`src/thermistor_probe_monitor_unit_defines.svh`:
```
// Assertion macros for the thermistor probe monitor.
// Used by the top level only; relies on clk and arst_n in the including scope.
`ifndef THERMISTOR_PROBE_MONITOR_UNIT_DEFINES_SVH
`define THERMISTOR_PROBE_MONITOR_UNIT_DEFINES_SVH

// Implication checked in the same cycle, masked while reset is asserted.
`define TPM_ASSERT_IMPLY(label, ante, cons, msg) \
	label: assert property (@(posedge clk) disable iff (!arst_n) (ante) |-> (cons)) \
		else $error(msg);

// Invariant checked at every clock edge, masked while reset is asserted.
`define TPM_ASSERT_ALWAYS(label, cond, msg) \
	label: assert property (@(posedge clk) disable iff (!arst_n) (cond)) \
		else $error(msg);

`endif

```
`src/tpm_pkg.sv`:
```
// Shared types, constants and conversion functions of the thermistor probe monitor.
// No dependencies; imported by every module of the block.
package tpm_pkg;

	// Field widths fixed by the word formats.
	localparam int PROBE_W = 2;
	localparam int TEMP_W = 15;
	localparam int TOTAL_W = 3;
	localparam int TUSER_W = 4;
	localparam int OUT_TDATA_W = ((PROBE_W + TEMP_W + TOTAL_W + 7) / 8) * 8;

	// Default configuration of the block.
	localparam int DEF_PROBE_SLOTS = 4;
	localparam int DEF_ADC_WIDTH = 10;
	localparam int QUEUE_DEPTH = 2;

	// Temperature limits in 1/16 degree Fahrenheit.
	localparam int TEMP_MIN = -8192;
	localparam int TEMP_MAX = 16383;
	localparam int TEMP_CODE_ONE = -7350;

	// How the front end classifies a sample.
	typedef enum logic [1:0] {
		KIND_READING = 2'd0,
		KIND_ABSENT  = 2'd1,
		KIND_NO_SLOT = 2'd2
	} kind_t;

	// One classified word handed from the front end to the back end.
	typedef struct packed {
		logic [PROBE_W-1:0] idx;
		kind_t kind;
		logic signed [TEMP_W-1:0] temp;
	} entry_t;

	// One result word.
	typedef struct packed {
		logic [TOTAL_W-1:0] connected_total;
		logic change_event;
		logic disconnect_event;
		logic connect_event;
		logic is_connected;
		logic signed [TEMP_W-1:0] temperature;
		logic [PROBE_W-1:0] probe_echo;
	} result_t;

	// Base-2 logarithm of an integer in Q28. The integer part comes from the
	// leading one, the fraction from repeated squaring of a Q30 mantissa.
	function automatic logic [63:0] lg_q28(input logic [31:0] n);
		logic [5:0] k;
		logic [63:0] m;
		logic [63:0] frac;
		k = '0;
		frac = '0;
		if (n == 32'd0) begin
			return 64'd0;
		end
		for (int i = 0; i <= 30; i++) begin
			if (n[i]) begin
				k = 6'(i);
			end
		end
		m = ({32'd0, n} << (6'd30 - k)) & 64'h0000_0000_FFFF_FFFF;
		for (int i = 0; i < 28; i++) begin
			m = (m * m) >> 30;
			frac = frac << 1;
			if (m >= 64'h0000_0000_8000_0000) begin
				frac = frac | 64'd1;
				m = m >> 1;
			end
		end
		return ({58'd0, k} << 28) | frac;
	endfunction

	// Converter code to temperature through the Steinhart-Hart relation of a
	// thermistor in a 10 kOhm divider. Evaluated only while the lookup table
	// is built; the final quotient uses a shift-subtract long division.
	function automatic logic signed [TEMP_W-1:0] code_to_temp(input logic [31:0] x,
			input logic [31:0] span);
		logic signed [63:0] g;
		logic [63:0] l;
		logic [63:0] l2;
		logic [63:0] l3;
		logic [63:0] s;
		logic [63:0] dd;
		logic signed [63:0] num;
		logic [63:0] mag;
		logic [63:0] den;
		logic [63:0] q;
		logic [63:0] r;
		logic signed [63:0] qs;
		if (x == 32'd1) begin
			return TEMP_W'(TEMP_CODE_ONE);
		end
		g = signed'(lg_q28(32'd10000)) + signed'(lg_q28(x - 32'd1))
			- signed'(lg_q28(span - x));
		if (g < 0) begin
			g = '0;
		end
		// Natural log of the resistance in Q24, then its square and cube.
		l = (unsigned'(g) * 64'd744261118) >> 34;
		l2 = (l * l) >> 24;
		l3 = (l2 * l) >> 32;
		s = (64'd7343140544 << 24) + 64'd2157437229 * l
			+ (64'd951568577 * l3) / 64'd39062500;
		dd = s >> 14;
		if (dd == 64'd0) begin
			dd = 64'd1;
		end
		// The numerator goes negative for readings below zero degrees.
		num = 64'sd2949120000000000000 - 64'sd73499 * signed'(dd);
		den = 64'd10 * dd;
		mag = (num < 0) ? unsigned'(-num) : unsigned'(num);
		q = '0;
		r = '0;
		for (int i = 63; i >= 0; i--) begin
			r = {r[62:0], mag[i]};
			if (r >= den) begin
				r = r - den;
				q[i] = 1'b1;
			end
		end
		// Round the quotient toward minus infinity.
		if (num < 0) begin
			qs = -signed'(q);
			if (r != 64'd0) begin
				qs = qs - 64'sd1;
			end
		end else begin
			qs = signed'(q);
		end
		if (qs < 64'(TEMP_MIN)) begin
			return TEMP_W'(TEMP_MIN);
		end
		if (qs > 64'(TEMP_MAX)) begin
			return TEMP_W'(TEMP_MAX);
		end
		return TEMP_W'(qs);
	endfunction

endpackage

```
`src/tpm_queue.sv`:
```
// Short queue of classified words between the front end and the back end.
// Depends on tpm_pkg for the word type.
module tpm_queue #(
	parameter int DEPTH = tpm_pkg::QUEUE_DEPTH
) (
	input  logic clk,
	input  logic arst_n,
	input  logic push,
	input  tpm_pkg::entry_t push_entry,
	input  logic pop,
	output tpm_pkg::entry_t head,
	output logic empty,
	output logic full
);
	import tpm_pkg::*;

	localparam int PTR_W = (DEPTH > 1) ? $clog2(DEPTH) : 1;
	localparam int CNT_W = $clog2(DEPTH + 1);

	entry_t mem_q [DEPTH];
	logic [PTR_W-1:0] wr_ptr_q;
	logic [PTR_W-1:0] rd_ptr_q;
	logic [CNT_W-1:0] count_q;

	assign empty = (count_q == '0);
	assign full = (count_q == CNT_W'(DEPTH));
	assign head = mem_q[rd_ptr_q];

	// Storage is written only on a push.
	always_ff @(posedge clk) begin
		if (push) begin
			mem_q[wr_ptr_q] <= push_entry;
		end
	end

	// Pointers wrap at the depth; the count tracks occupancy.
	always_ff @(posedge clk or negedge arst_n) begin
		if (!arst_n) begin
			wr_ptr_q <= '0;
			rd_ptr_q <= '0;
			count_q <= '0;
		end else begin
			if (push) begin
				wr_ptr_q <= (wr_ptr_q == PTR_W'(DEPTH - 1)) ? '0 : wr_ptr_q + 1'b1;
			end
			if (pop) begin
				rd_ptr_q <= (rd_ptr_q == PTR_W'(DEPTH - 1)) ? '0 : rd_ptr_q + 1'b1;
			end
			if (push && !pop) begin
				count_q <= count_q + 1'b1;
			end else if (pop && !push) begin
				count_q <= count_q - 1'b1;
			end
		end
	end

endmodule

```
`config.mk`:
```
export PLATFORM = sky130hd
export DESIGN_NAME = tpm_queue
export DESIGN_NICKNAME = d
export VERILOG_FILES = /design/src/thermistor_probe_monitor_unit_defines.svh /design/src/tpm_pkg.sv /design/src/tpm_queue.sv
export SDC_FILE = /design/constraint.sdc
export NUM_CORES = 1
export LEC_CHECK = 0
export ABC_AREA = 1
export BUFFER_PORTS_ARGS = -buffer_cell sky130_fd_sc_hd__clkbuf_2
export CELL_PAD_IN_SITES_DETAIL_PLACEMENT = 1
export CELL_PAD_IN_SITES_GLOBAL_PLACEMENT = 1
export CORE_MARGIN = 1
export CORE_UTILIZATION = 43
export DETAILED_ROUTE_END_ITERATION = 8
export PLACE_DENSITY = 0.75
export SLEW_MARGIN = 20
export SYNTH_ARGS = -nofsm -noshare
export SYNTH_HDL_FRONTEND = slang
export SYNTH_SLANG_ARGS = --single-unit
```
`constraint.sdc`:
```
create_clock -name clk -period 2.6 [get_ports clk]
set_clock_uncertainty 0.2 [all_clocks]
set_input_delay 0.13 -clock clk [delete_from_list [all_inputs] [get_ports clk]]
set_output_delay 0.13 -clock clk [all_outputs]
set_load 0.01 [all_outputs]
```
### Word-level counts from Yosys, hierarchy flattened

Memory sizes are Yosys's and may differ from the RTL's.
Index checks and enable logic that the tools add are counted.
W data, S select, Z words.

* $add $sub $neg: 4
* multiplexer cells: 6
* reductions and logical operators: 6
* equal/unequal tests: 1

Operators with widths (number)
* $mux W1: 4
* $mux W2: 2
* $add A1 B1 Y1 const B: 2
* $add A2 B1 Y2 const B: 1
* $eq A2 B2 Y1 const B: 1
* $logic_and A1 B1 Y1: 2
* $logic_not A1 Y1: 2
* $logic_not A2 Y1: 1
* $reduce_bool A2 Y1: 1
* $sub A2 B1 Y2 const B: 1

* register bits: 4
* memories: 1
* word-level logic and storage cells: 21
* RAM bits: 38
* bits of input ports: 23

Memories
* mem_q: depth 2, width 19, read ports 1, clocked after Yosys merged registers in 0, wr ports 1, RTL line tpm_queue.sv:20 `entry_t mem_q [DEPTH];`

### Logic depth before layout (Yosys ltp)

* depth after elaboration: 4
* gate-level depth with buffers: 7
* gate-level depth less buffers: 7

### Least setup slack after synthesis

Ideal clock, no wire load.

* path type: register -> register
* from: reg wr_ptr_q
* to: mem mem_q[0][0] (netlist name) (enable)
* data required time: 2.005 ns
* clock period less this slack: 1.823 ns
* data arrival time: 1.228 ns
* path slack: 0.777 ns
* cell stages (with the launch flop): 2
* cells stage by stage: dfrtp_1 -> nor2_1

RTL lines
* start: declaration: RTL line tpm_queue.sv:21 `logic [PTR_W-1:0] wr_ptr_q;`
* start signal: assignment: RTL line tpm_queue.sv:44 `wr_ptr_q <= (wr_ptr_q == PTR_W'(DEPTH - 1)) ? '0 : wr_ptr_q + 1'b1;`
* end: declaration: RTL line tpm_queue.sv:20

No word-level cell before the write port.

==> impl_metrics.ini <==
[global_route]
number_of_global_route_vias_before_repair = 1052
globalRouteTotalUtil_pct = 17.4
pin_count_of_the_biggest_net_entering_global_routing = 20
grt.overflow.total = 0
first_pass_grt_wire_length_mm = 5.10
antenna_found_initial = 0

[pwr]
p_int_mw = 1.47
total_leakage_power_nw = 0.967
power.density_mw_per_mm2 = 937
max-vdd-ir-drop_mv = 0.664
power_share_of_the_clock_group_pct = 18.4
p_seq_share_pct = 46.3
comb_power_share_pct = 35.4
power_switching_share_pct = 29.9
power.net_switching_mw = 0.626

[setup_path]
data_arrival_at_the_endpoint_of_the_critical_path_ns = 1.49
critPathSlowestCell = dfrtp_1
startpoint_type = register
sort_of_element_at_the_end_of_the_critical_path = primary output
cp_data_required_time_ns = 2.27
criticalPathCategory = reg -> out
crit_path_max_fanout = 19
max_stage_delay_ns = 0.37
ordered_list_of_cells_on_the_worst_path = buf_4, mux2_4, clkbuf_2

[synth]
synth_top_cell_by_area = edfxtp_1
synthAdderAreaFrac_pct = 0.756
yosysMostFrequentCell = edfxtp_1
synth_async_sr_flop_share_pct = 9.52
main_combinational_cell_family_by_area_after_synthesis = multiplexers
postSynthAreaPerCell_um2 = 19.7
yosys.area_share.simple_pct = 2.49
yosys-top-cells-area = edfxtp_1 69%, mux2_4 17%, dfrtp_1 6.0%
post_synth_mux_area_share_pct = 17.2
synth_seq_cells = 42
synth_compound_gate_area_share_pct = 0
synth_xor_xnor_area_share_pct = 1.59
part_of_the_yosys_area_used_for_sequential_elements_pct = 75.0
synth_edf_count = 38
count_of_synthesis_stage_warnings_from_yosys = 0
synthesis.instances = 84
netlist_area_mm2 = 0.00166
yosys_most_used_dff = edfxtp_1
synth_cell_type_count = 12
synthesis.nets = 108
synth_top_cells_by_count = 38 x edfxtp_1, 19 x mux2_4, 7 x inv_1, 5 x nand2_1, 4 x dfrtp_1
synth_largest_type_area_fraction_pct = 68.9

[route]
drc = 0
drt_pre_antenna_iters = 4
drtIter0Drc = 14
via_per_inst = 4.57
route.detailed.wl_per_inst_um = 15.6
totalWireLength_mm = 3.22
drt.antenna.violating_nets = 0
via_count = 941

[layout]
finish.cell_count_without_fillers = 206
area_growth_syn_to_layout_pct = 35.2
antenna_cells_inserted = 0
area_taken_by_multi_input_logic_gates_um2 = 368
final_util_pct = 60.7
final.fill_count = 365
post_route_cells_drive_above_1_share_pct = 45.6
design.final.nets = 181
final-seq-area_mm2 = 0.00124

[timing]
slew_headroom_pct = 49.1
period_share_pct = 70.2
fmax_achieved_mhz = 548
tns_ns = 0
finalSetupViolations = 0
transition_time_at_the_pin_with_the_least_slew_margin_ns = 0.762
hold_violations = 0
hold_slack_ns = 0.295
finalWorstPathRequiredPeriod_ns = 1.82
grt_setup_unrepaired = false
report.final.slew_viol_count = 0

[die]
chipWidth_um = 64.0
initial_utilization_pct = 44.9
die-height_um = 64.0
core.rowCount = 22
core_mm2 = 0.00369
design.die.area_mm2 = 0.00410
top_ports = 44

[cts]
cts_tree = built
tritoncts.num_buffers = 5
h-tree-depth = 2
worstSkewPairLatency_ns = 0.28
clock_tree.buffer_depth = 2
clkTransAtPathRegs_ns = 0.08
cts_setup_buffers = 0
clock-root-buffer = clkbuf_8
holdBufCountCts = 23
ctsResizeCount = 0
cts.sinks = 42

[placement]
gp_routability_congestion = 0.613
post-place-cells = 175
io_buffer_count = 43
place_hpwl_mm = 1.97

[outcome]
status = completed

[flow_run]
maxCapViolations = 0

[hold_path]
min_path_type = reg -> reg
per-layer routing:
metal	up-vias	track usage (%)	part of all wire [%]
li1	450	-	-
met1	469	18.4	38
met2	20	33.5	59
met3	2	3.39	2.0
met4	0	6.25	0.62
met5	-	0	0
worst max-delay path, delay by kind of cell, from the launching register on:
family	cells	cell delay (ns)
DFF	1	0.37
muxes	1	0.34
buffers and inverters	2	0.49
layout by cell type (no fill, tap or decap), types with 2 or more instances in the layout:
| master | instances |
|---|---|
| buf_4 | 2 |
| clkbuf_2 | 43 |
| clkbuf_8 | 5 |
| clkinv_2 | 2 |
| dfrtp_1 | 4 |
| dlygate4sd3_1 | 23 |
| edfxtp_1 | 38 |
| inv_1 | 7 |
| mux2_4 | 19 |
| nand2_1 | 5 |
| nor2_1 | 2 |
| xor2_1 | 2 |
path summary, 6_finish.rpt:
check | startpoint | end | depth (start not counted) | slack [ns]
min | rd_ptr_q$_DFFE_PN0P_ | rd_ptr_q$_DFFE_PN0P_ | 1 | 0.30
max reg2reg | wr_ptr_q$_DFFE_PN0P_ | mem_q[0][10]$_DFFE_PP_ | 2 | 0.90
min in group asynchronous | arst_n | rd_ptr_q$_DFFE_PN0P_ | 3 | 0.55
max in group asynchronous | arst_n | count_q[0]$_DFFE_PN0P_ | 3 | 1.47
min reg2reg | rd_ptr_q$_DFFE_PN0P_ | rd_ptr_q$_DFFE_PN0P_ | 1 | 0.30
max | rd_ptr_q$_DFFE_PN0P_ | head[8] | 3 | 0.78
cells by family after synthesis:
kind of cell,count (synthesis)
xor+xnor,3
fa+ha+maj,1
buf+inv,9
flops,42
mux,19
simple gates,10
flip-flops by register name, summed over array words and instances (netlist names):
name / cells
count_q: 2
rd_ptr_q: 1
wr_ptr_q: 1
mem_q: 38
power groups by stage:
stage / logic [mW] / clock network [mW] / registers, mW
CTS: 0.743 / 0.392 / 0.967
global route: 0.798 / 0.424 / 0.984
finish: 0.741 / 0.386 / 0.970
global placement: 0.690 / 0 / 0.967
floorplan: 0.509 / 0 / 0.963
detailed placement: 0.715 / 0 / 0.982
stage by stage:
stage	power [mW]	cell area [um^2]	worst slack, ns
floorplan	1.47	1660	0.777
global placement	1.66	1930	1.01
detailed placement	1.70	1930	0.933
CTS	2.10	2240	0.771
global route	2.21	2240	0.708
finish	2.10	2240	0.775
final cells by class:
cell class,count,share of cell area [%]
Tap cell,48,2.68
Clock buffer,6,3.24
Sequential cell,42,55.4
Timing Repair Buffer,68,20.6
Multi-Input combinational cell,33,16.4
Clock inverter,2,0.447
Inverter,7,1.17
(Power assumes the default switching activity.)
