==> config.mk <==
export PLATFORM = sky130hd
export DESIGN_NAME = tpm_back
export DESIGN_NICKNAME = d
export VERILOG_FILES = /design/src/thermistor_probe_monitor_unit_defines.svh /design/src/tpm_pkg.sv /design/src/tpm_back.sv
export SDC_FILE = /design/constraint.sdc
export NUM_CORES = 1
export LEC_CHECK = 0
export BUFFER_PORTS_ARGS = -buffer_cell sky130_fd_sc_hd__buf_4
export CAP_MARGIN = 30
export CORE_ASPECT_RATIO = 0.7
export CORE_MARGIN = 2
export CORE_UTILIZATION = 61
export CTS_CLUSTER_SIZE = 40
export DETAILED_ROUTE_END_ITERATION = 8
export PLACE_DENSITY = 0.84
export SLEW_MARGIN = 20
export SYNTH_ARGS = -nofsm -noshare
export SYNTH_HDL_FRONTEND = slang
export SYNTH_SLANG_ARGS = --single-unit
==> constraint.sdc <==
create_clock -name clk -period 6.2 [get_ports clk]
set_input_delay 1.86 -clock clk [delete_from_list [all_inputs] [get_ports clk]]
set_output_delay 1.86 -clock clk [all_outputs]
set_load 0.03 [all_outputs]
==> src/thermistor_probe_monitor_unit_defines.svh <==
// Assertion macros for the thermistor probe monitor.
// Used by the top level only; relies on clk and arst_n in the including scope.
`ifndef THERMISTOR_PROBE_MONITOR_UNIT_DEFINES_SVH
`define THERMISTOR_PROBE_MONITOR_UNIT_DEFINES_SVH

// Implication checked in the same cycle, masked while reset is asserted.
`define TPM_ASSERT_IMPLY(label, ante, cons, msg) \
	label: assert property (@(posedge clk) disable iff (!arst_n) (ante) |-> (cons)) \
		else $error(msg);

// Invariant checked at every clock edge, masked while reset is asserted.
`define TPM_ASSERT_ALWAYS(label, cond, msg) \
	label: assert property (@(posedge clk) disable iff (!arst_n) (cond)) \
		else $error(msg);

`endif

==> src/tpm_pkg.sv <==
// Shared types, constants and conversion functions of the thermistor probe monitor.
// No dependencies; imported by every module of the block.
package tpm_pkg;

	// Field widths fixed by the word formats.
	localparam int PROBE_W = 2;
	localparam int TEMP_W = 15;
	localparam int TOTAL_W = 3;
	localparam int TUSER_W = 4;
	localparam int OUT_TDATA_W = ((PROBE_W + TEMP_W + TOTAL_W + 7) / 8) * 8;

	// Default configuration of the block.
	localparam int DEF_PROBE_SLOTS = 4;
	localparam int DEF_ADC_WIDTH = 10;
	localparam int QUEUE_DEPTH = 2;

	// Temperature limits in 1/16 degree Fahrenheit.
	localparam int TEMP_MIN = -8192;
	localparam int TEMP_MAX = 16383;
	localparam int TEMP_CODE_ONE = -7350;

	// How the front end classifies a sample.
	typedef enum logic [1:0] {
		KIND_READING = 2'd0,
		KIND_ABSENT  = 2'd1,
		KIND_NO_SLOT = 2'd2
	} kind_t;

	// One classified word handed from the front end to the back end.
	typedef struct packed {
		logic [PROBE_W-1:0] idx;
		kind_t kind;
		logic signed [TEMP_W-1:0] temp;
	} entry_t;

	// One result word.
	typedef struct packed {
		logic [TOTAL_W-1:0] connected_total;
		logic change_event;
		logic disconnect_event;
		logic connect_event;
		logic is_connected;
		logic signed [TEMP_W-1:0] temperature;
		logic [PROBE_W-1:0] probe_echo;
	} result_t;

	// Base-2 logarithm of an integer in Q28. The integer part comes from the
	// leading one, the fraction from repeated squaring of a Q30 mantissa.
	function automatic logic [63:0] lg_q28(input logic [31:0] n);
		logic [5:0] k;
		logic [63:0] m;
		logic [63:0] frac;
		k = '0;
		frac = '0;
		if (n == 32'd0) begin
			return 64'd0;
		end
		for (int i = 0; i <= 30; i++) begin
			if (n[i]) begin
				k = 6'(i);
			end
		end
		m = ({32'd0, n} << (6'd30 - k)) & 64'h0000_0000_FFFF_FFFF;
		for (int i = 0; i < 28; i++) begin
			m = (m * m) >> 30;
			frac = frac << 1;
			if (m >= 64'h0000_0000_8000_0000) begin
				frac = frac | 64'd1;
				m = m >> 1;
			end
		end
		return ({58'd0, k} << 28) | frac;
	endfunction

	// Converter code to temperature through the Steinhart-Hart relation of a
	// thermistor in a 10 kOhm divider. Evaluated only while the lookup table
	// is built; the final quotient uses a shift-subtract long division.
	function automatic logic signed [TEMP_W-1:0] code_to_temp(input logic [31:0] x,
			input logic [31:0] span);
		logic signed [63:0] g;
		logic [63:0] l;
		logic [63:0] l2;
		logic [63:0] l3;
		logic [63:0] s;
		logic [63:0] dd;
		logic signed [63:0] num;
		logic [63:0] mag;
		logic [63:0] den;
		logic [63:0] q;
		logic [63:0] r;
		logic signed [63:0] qs;
		if (x == 32'd1) begin
			return TEMP_W'(TEMP_CODE_ONE);
		end
		g = signed'(lg_q28(32'd10000)) + signed'(lg_q28(x - 32'd1))
			- signed'(lg_q28(span - x));
		if (g < 0) begin
			g = '0;
		end
		// Natural log of the resistance in Q24, then its square and cube.
		l = (unsigned'(g) * 64'd744261118) >> 34;
		l2 = (l * l) >> 24;
		l3 = (l2 * l) >> 32;
		s = (64'd7343140544 << 24) + 64'd2157437229 * l
			+ (64'd951568577 * l3) / 64'd39062500;
		dd = s >> 14;
		if (dd == 64'd0) begin
			dd = 64'd1;
		end
		// The numerator goes negative for readings below zero degrees.
		num = 64'sd2949120000000000000 - 64'sd73499 * signed'(dd);
		den = 64'd10 * dd;
		mag = (num < 0) ? unsigned'(-num) : unsigned'(num);
		q = '0;
		r = '0;
		for (int i = 63; i >= 0; i--) begin
			r = {r[62:0], mag[i]};
			if (r >= den) begin
				r = r - den;
				q[i] = 1'b1;
			end
		end
		// Round the quotient toward minus infinity.
		if (num < 0) begin
			qs = -signed'(q);
			if (r != 64'd0) begin
				qs = qs - 64'sd1;
			end
		end else begin
			qs = signed'(q);
		end
		if (qs < 64'(TEMP_MIN)) begin
			return TEMP_W'(TEMP_MIN);
		end
		if (qs > 64'(TEMP_MAX)) begin
			return TEMP_W'(TEMP_MAX);
		end
		return TEMP_W'(qs);
	endfunction

endpackage

==> src/tpm_back.sv <==
// Back end of the thermistor probe monitor: applies each classified word to
// the per-probe state and registers the result word. Depends on tpm_pkg.
module tpm_back #(
	parameter int PROBE_SLOTS = tpm_pkg::DEF_PROBE_SLOTS,
	parameter int CNT_W = 3
) (
	input  logic clk,
	input  logic arst_n,
	input  tpm_pkg::entry_t head,
	input  logic queue_empty,
	output logic pop,
	output logic out_valid,
	input  logic out_ready,
	output tpm_pkg::result_t result,
	output logic [PROBE_SLOTS-1:0] link_flags,
	output logic [CNT_W-1:0] link_count
);
	import tpm_pkg::*;

	logic [PROBE_SLOTS-1:0] flags_q;
	logic signed [TEMP_W-1:0] temps_q [PROBE_SLOTS];
	logic [CNT_W-1:0] count_q;
	logic out_valid_q;
	result_t res_q;

	logic [PROBE_SLOTS-1:0] sel;
	logic was;
	logic signed [TEMP_W-1:0] old_temp;
	logic upd;
	logic new_flag;
	logic signed [TEMP_W-1:0] new_temp;
	logic [CNT_W-1:0] count_next;
	result_t res_next;

	// Take the next word whenever the output register is free or draining.
	assign pop = !queue_empty && (!out_valid_q || out_ready);

	// Select the addressed probe's stored state.
	always_comb begin
		was = 1'b0;
		old_temp = '0;
		for (int i = 0; i < PROBE_SLOTS; i++) begin
			sel[i] = (int'(head.idx) == i);
			if (sel[i]) begin
				was = flags_q[i];
				old_temp = temps_q[i];
			end
		end
	end

	// Work out the new state and the result word.
	always_comb begin
		upd = 1'b0;
		new_flag = 1'b0;
		new_temp = '0;
		count_next = count_q;
		res_next = '0;
		res_next.probe_echo = head.idx;
		case (head.kind)
			KIND_READING: begin
				upd = 1'b1;
				new_flag = 1'b1;
				new_temp = head.temp;
				if (!was) begin
					count_next = count_q + 1'b1;
				end
				res_next.temperature = head.temp;
				res_next.is_connected = 1'b1;
				res_next.connect_event = !was;
				res_next.change_event = (head.temp != old_temp);
			end
			KIND_ABSENT: begin
				upd = 1'b1;
				if (was) begin
					count_next = count_q - 1'b1;
				end
				res_next.disconnect_event = was;
			end
			default: begin
				upd = 1'b0;
			end
		endcase
		res_next.connected_total = count_next[TOTAL_W-1:0];
	end

	// Per-probe state, cleared by reset.
	always_ff @(posedge clk or negedge arst_n) begin
		if (!arst_n) begin
			flags_q <= '0;
			count_q <= '0;
			for (int i = 0; i < PROBE_SLOTS; i++) begin
				temps_q[i] <= '0;
			end
		end else if (pop && upd) begin
			count_q <= count_next;
			for (int i = 0; i < PROBE_SLOTS; i++) begin
				if (sel[i]) begin
					flags_q[i] <= new_flag;
					temps_q[i] <= new_temp;
				end
			end
		end
	end

	// Output register holds the word until the consumer takes it.
	always_ff @(posedge clk or negedge arst_n) begin
		if (!arst_n) begin
			out_valid_q <= 1'b0;
		end else if (pop) begin
			out_valid_q <= 1'b1;
		end else if (out_ready) begin
			out_valid_q <= 1'b0;
		end
	end

	always_ff @(posedge clk) begin
		if (pop) begin
			res_q <= res_next;
		end
	end

	assign out_valid = out_valid_q;
	assign result = res_q;
	assign link_flags = flags_q;
	assign link_count = count_q;

endmodule
# Word-level counts from Yosys, hierarchy flattened
# Index checks and enable logic that the tools add are counted.
# word_totals
out_inout_bits	33
input_bits	23
ff_bits	92
word_cells	55
# op_classes
mux	17
n_reduce_logical	14
n_addsub	2
eq_ne	5
# ops
cell	count
$mux 15	5
$mux 16	1
$ne 15x15->1	1
$mux 1	8
$reduce_and 2->1	4
$mux 3	2
$pmux 3 s2	1
$eq 2x1->1 const B	2
$eq 2x2->1 const B	2
$logic_not 2->1	2
$add 3x1->3 const B	1
$logic_not 1->1	3
$sub 3x1->3 const B	1
$logic_and 1x1->1	2
$reduce_bool 2->1	1
$reduce_or 2->1	1
$logic_or 1x1->1	1

# Depth between registers and ports, before layout
# logic_depth
ltp_word	7
depth_mapped	7

# Worst setup path after synthesis
# No wires, ideal clock.
# synth_timing
path_type	input -> output
startpoint	input port out_ready
endpoint	output port pop
path_buffers	0
setup_slack_ns	1.034
stages	2
required_ns	4.340
arrival_ns	3.306
path_cell_list	nor2b_1 -> nor2_1
# synth_between
elab_chain_len	2
# synth_lines
item	line	source
start, declared	tpm_back.sv:13	input logic out_ready,
$logic_or 1x1->1	tpm_back.sv:36	assign pop = !queue_empty && (!out_valid_q || out_ready);
$logic_and 1x1->1	tpm_back.sv:36	
end, declared	tpm_back.sv:11	output logic pop,
# Every way passes these cells.

# Worst setup path in the final report
# Ends and elaborated chain as after synthesis.

==> run_summary.xml <==
<?xml version="1.0" encoding="UTF-8"?>
<metrics>
  <group name="setup_path">
    <metric name="path_cells" unit="">buf_4, nor2b_1, nor2_2, buf_4, buf_4</metric>
    <metric name="timing.rr.end" unit="">temps_q[6]$_DFFE_PN0P_</metric>
    <metric name="timing.rr.start" unit="">out_valid$_DFFE_PN0P_</metric>
    <metric name="timing.critical_path.slowest_stage_cell" unit="">sky130_fd_sc_hd__buf_4</metric>
    <metric name="setup.reg_to_reg.worst_slack" unit="ns">4.10</metric>
    <metric name="worst_path_largest_cell_delay" unit="ns">0.25</metric>
    <metric name="worstSetupEndpointType" unit="">output port</metric>
    <metric name="crit_buf_inv" unit="">3</metric>
    <metric name="worst_path_most_repeated_cell" unit="">sky130_fd_sc_hd__buf_4</metric>
    <metric name="worst-path-max-fanout" unit="">25</metric>
    <metric name="cp_data_arrival_time" unit="ns">2.71</metric>
    <metric name="r2r.worst_path.cells" unit="">6</metric>
    <metric name="critical_path_class" unit="">in -&gt; out</metric>
    <metric name="cpLargestDelayFamily" unit="">buffers and inverters</metric>
    <metric name="critPathRequiredTime" unit="ns">4.34</metric>
    <metric name="cp-start-kind" unit="">input port</metric>
  </group>
  <group name="place">
    <metric name="io_buffer_count" unit="">55</metric>
    <metric name="place_congestion" unit="">0.868</metric>
    <metric name="place_hpwl" unit="um">5430</metric>
    <metric name="post-place-ws" unit="ns">1.63</metric>
  </group>
  <group name="timing">
    <metric name="final_max_slew_viol_count" unit="">0</metric>
    <metric name="final.setup.tns" unit="ns">0</metric>
    <metric name="final_min_period_over_clock_period" unit="%">73.7</metric>
    <metric name="slew-limit-headroom" unit="%">43.5</metric>
    <metric name="report.final.setup_viol" unit="">0</metric>
    <metric name="max_slew.worst_pin.slew" unit="ns">0.847</metric>
    <metric name="clock-skew-final" unit="ns">0.0114</metric>
    <metric name="max_freq" unit="MHz">219</metric>
    <metric name="smallest_setup_slack_after_layout" unit="ns">1.63</metric>
    <metric name="hold_violations" unit="">0</metric>
    <metric name="clock_period_minus_worst_slack" unit="ns">4.57</metric>
    <metric name="grt_setup_unrepaired" unit="">no</metric>
    <metric name="worst_hold_slack" unit="ns">0.480</metric>
  </group>
  <group name="clock_tree">
    <metric name="ctsRootBufferMaster" unit="">sky130_fd_sc_hd__clkbuf_8</metric>
    <metric name="cts_inserted_buffers" unit="">9</metric>
    <metric name="clock_tree_from_tritoncts" unit="">done</metric>
    <metric name="cts_hold_buffers" unit="">0</metric>
    <metric name="cts-htree-levels" unit="">3</metric>
    <metric name="clkSinkCount" unit="">92</metric>
    <metric name="clk_buf_depth" unit="">2</metric>
    <metric name="clk_pin_slew_worst_paths" unit="ns">0.08</metric>
    <metric name="cts-resized-gates" unit="">0</metric>
    <metric name="post-cts-setup-buffers" unit="">0</metric>
    <metric name="clk-insertion-delay-late" unit="ns">0.36</metric>
  </group>
  <group name="synth">
    <metric name="synth.top_cells.by_area" unit="">sky130_fd_sc_hd__dfrtp_1 43%, sky130_fd_sc_hd__edfxtp_1 18%, sky130_fd_sc_hd__o21ai_0 8.1%</metric>
    <metric name="ys_seq_area_share" unit="%">61.1</metric>
    <metric name="post-synth-top-area-cell" unit="">sky130_fd_sc_hd__dfrtp_1</metric>
    <metric name="synth.net_count" unit="">367</metric>
    <metric name="synth_commonest_cells" unit="">80 x sky130_fd_sc_hd__nand2_1, 68 x sky130_fd_sc_hd__dfrtp_1, 64 x sky130_fd_sc_hd__o21ai_0, 24 x sky130_fd_sc_hd__edfxtp_1</metric>
    <metric name="synth-async-reset-ratio" unit="%">73.9</metric>
    <metric name="synth_top_cell_area_share" unit="%">42.9</metric>
    <metric name="avgSynthCellArea" unit="sq um">11.6</metric>
    <metric name="most_frequent_cell_after_synthesis" unit="">sky130_fd_sc_hd__nand2_1</metric>
    <metric name="dominantRegCellSynth" unit="">sky130_fd_sc_hd__dfrtp_1</metric>
    <metric name="synth_enable_flop_cells" unit="">24</metric>
    <metric name="netlist_area" unit="sq um">3970</metric>
    <metric name="synthCells" unit="">342</metric>
    <metric name="synthDistinctLibCells" unit="">29</metric>
    <metric name="ys.warnings.count" unit="">0</metric>
    <metric name="postSynthRegisterBits" unit="">92</metric>
  </group>
  <group name="routing">
    <metric name="avgViaCountPerCell" unit="">5.75</metric>
    <metric name="routedWlPerCell" unit="um">17.3</metric>
    <metric name="detailroute.via_count" unit="">2743</metric>
    <metric name="overall_routed_net_length" unit="um">8270</metric>
    <metric name="route.detailed.drc" unit="">0</metric>
    <metric name="drt_first_iter_violations" unit="">278</metric>
    <metric name="drtAntennaViolNets" unit="">0</metric>
    <metric name="dr.pass1.iters" unit="">4</metric>
  </group>
  <group name="global_route">
    <metric name="gr-total-overflow" unit="">0</metric>
    <metric name="maximum_number_of_pins_on_one_net_before_global_route_repair" unit="">69</metric>
    <metric name="track_usage" unit="%">25.6</metric>
    <metric name="antenna_found_initial" unit="">0</metric>
    <metric name="met2_layer_usage_reported_by_global_route" unit="%">39.6</metric>
    <metric name="gr-usage-met3" unit="%">6.93</metric>
    <metric name="via_count_of_the_first_global_routing_pass" unit="">2799</metric>
    <metric name="grt_pass1_wl" unit="um">13700</metric>
    <metric name="grt_busiest_layer" unit="">met2</metric>
    <metric name="groute.layer.met1.usage" unit="%">36.0</metric>
  </group>
  <group name="layout">
    <metric name="antenna-diode-count" unit="">0</metric>
    <metric name="layout-drive-gt1-share" unit="%">22.1</metric>
    <metric name="syn2layout_area_growth" unit="%">17.7</metric>
    <metric name="finish.net_count" unit="">419</metric>
    <metric name="fillers" unit="">427</metric>
  </group>
  <group name="floorplanning">
    <metric name="initial_core_util" unit="%">63.5</metric>
    <metric name="io_pins" unit="">56</metric>
    <metric name="dieWidth" unit="um">100</metric>
    <metric name="core" unit="sq um">6250</metric>
    <metric name="dieArea" unit="sq um">7170</metric>
    <metric name="floorplan.rows" unit="">24</metric>
    <metric name="die_height" unit="um">71.5</metric>
  </group>
  <group name="job">
    <metric name="max-cap-violations" unit="">0</metric>
  </group>
  <group name="pwr">
    <metric name="cellPowerDensity" unit="nW/um^2">306</metric>
    <metric name="p_leak" unit="nW">2.16</metric>
    <metric name="worst_vdd_ir" unit="uV">183</metric>
  </group>
  <group name="hold_path">
    <metric name="worstHoldPathType" unit="">reg -&gt; reg</metric>
    <metric name="hold_path_start" unit="">temps_q[56]$_DFFE_PN0P_</metric>
    <metric name="min_delay_worst_endpoint" unit="">temps_q[56]$_DFFE_PN0P_</metric>
    <metric name="number_of_instances_on_the_worst_hold_path" unit="">2</metric>
  </group>
  <group name="status">
    <metric name="run_status" unit="">completed</metric>
  </group>
</metrics>
==> registers in the layout, indices dropped and copies added, names as in the netlist <==
signal      flops
result         24
link_count      3
temps_q        60
out_valid       1
link_flags      4
==> where the power goes <==
group	internal (W)	switching, W
registers	0.000694	0.0000390
clock network	0.000197	0.000208
logic	0.000120	0.000171
==> routing by layer <==
| layer | wire length [um] | share of wire, % | vias to the layer above |
|---|---|---|---|
| li1 | - | - | 1282 |
| met1 | 3520 | 43 | 1334 |
| met2 | 3970 | 48 | 111 |
| met3 | 644 | 7.8 | 16 |
| met4 | 146 | 1.8 | 0 |
| met5 | 0 | 0 | - |
==> through the flow <==
| stage | cells | total power, W | area (sq um) | utilization [%] |
|---|---|---|---|---|
| floorplan | 342 | 0.000926 | 3970 | - |
| global placement | 457 | 0.00102 | 4410 | 70.6 |
| detailed placement | 460 | 0.00103 | 4450 | 71.2 |
| CTS | 476 | 0.00144 | 4650 | 74.5 |
| global route | 477 | 0.00150 | 4670 | 74.7 |
| finish | 477 | 0.00143 | 4670 | 74.7 |
==> logic make-up (layout without fill, tap and decap cells) <==
family / count (synthesis) / count (layout) / share of synthesized area, %
multiplexers: 16 / 16 / 9.66
flip-flops: 92 / 92 / 61.1
AO/OA/AOI/OAI: 73 / 73 / 9.62
adder cells (fa/ha/maj): 2 / 2 / 0.631
XOR/XNOR: 20 / 20 / 4.42
buffers and inverters: 37 / 94 / 3.76
AND/OR/NAND/NOR: 102 / 102 / 10.8
==> worst register-to-register path: stages, from the launching register on <==
cell                      delay, ns
sky130_fd_sc_hd__dfrtp_1       0.38
sky130_fd_sc_hd__nor2b_1       0.16
sky130_fd_sc_hd__nor3_1        0.41
sky130_fd_sc_hd__nand3_1       0.52
sky130_fd_sc_hd__buf_8         0.34
sky130_fd_sc_hd__nand2_1       0.10
sky130_fd_sc_hd__o21ai_0       0.09
==> worst max-delay path by stage <==
stage,cells past startpoint,endpoint,startpoint,slack [ns]
floorplan,2,pop,out_ready,1.03
global placement,5,pop,out_ready,1.66
detailed placement,5,pop,out_ready,1.63
CTS,5,pop,out_ready,1.63
finish,5,pop,out_ready,1.63
global route,5,pop,out_ready,1.60
==> cells in the final DEF (no fill, tap or decap), types with 2 or more instances in the layout <==
| cell type | count |
|---|---|
| sky130_fd_sc_hd__o21ai_0 | 64 |
| sky130_fd_sc_hd__o22ai_1 | 2 |
| sky130_fd_sc_hd__nor2_1 | 5 |
| sky130_fd_sc_hd__xor2_1 | 6 |
| sky130_fd_sc_hd__clkbuf_8 | 10 |
| sky130_fd_sc_hd__buf_4 | 57 |
| sky130_fd_sc_hd__edfxtp_1 | 24 |
| sky130_fd_sc_hd__nand4_1 | 3 |
| sky130_fd_sc_hd__inv_1 | 17 |
| sky130_fd_sc_hd__nand3b_1 | 2 |
| sky130_fd_sc_hd__dfrtp_1 | 68 |
| sky130_fd_sc_hd__xnor2_1 | 14 |
| sky130_fd_sc_hd__or3_1 | 2 |
| sky130_fd_sc_hd__a21oi_1 | 3 |
| sky130_fd_sc_hd__nor3_1 | 3 |
| sky130_fd_sc_hd__buf_8 | 3 |
| sky130_fd_sc_hd__nand2_1 | 80 |
| sky130_fd_sc_hd__o31a_1 | 2 |
| sky130_fd_sc_hd__mux4_1 | 6 |
| sky130_fd_sc_hd__ha_1 | 2 |
| sky130_fd_sc_hd__mux4_2 | 10 |
| sky130_fd_sc_hd__clkinv_4 | 2 |
==> cell type report <==
| cell class | instances | area, sq um | share of cell area [%] |
|---|---|---|---|
| Sequential cell | 92 | 2420 | 51.9 |
| Multi-Input combinational cell | 213 | 1400 | 29.9 |
| Timing Repair Buffer | 61 | 484 | 10.4 |
| Clock buffer | 10 | 138 | 2.95 |
| Tap cell | 78 | 97.6 | 2.09 |
| Clock inverter | 6 | 63.8 | 1.37 |
| Inverter | 17 | 63.8 | 1.37 |
Note: power is estimated with default switching activity, not from simulation.
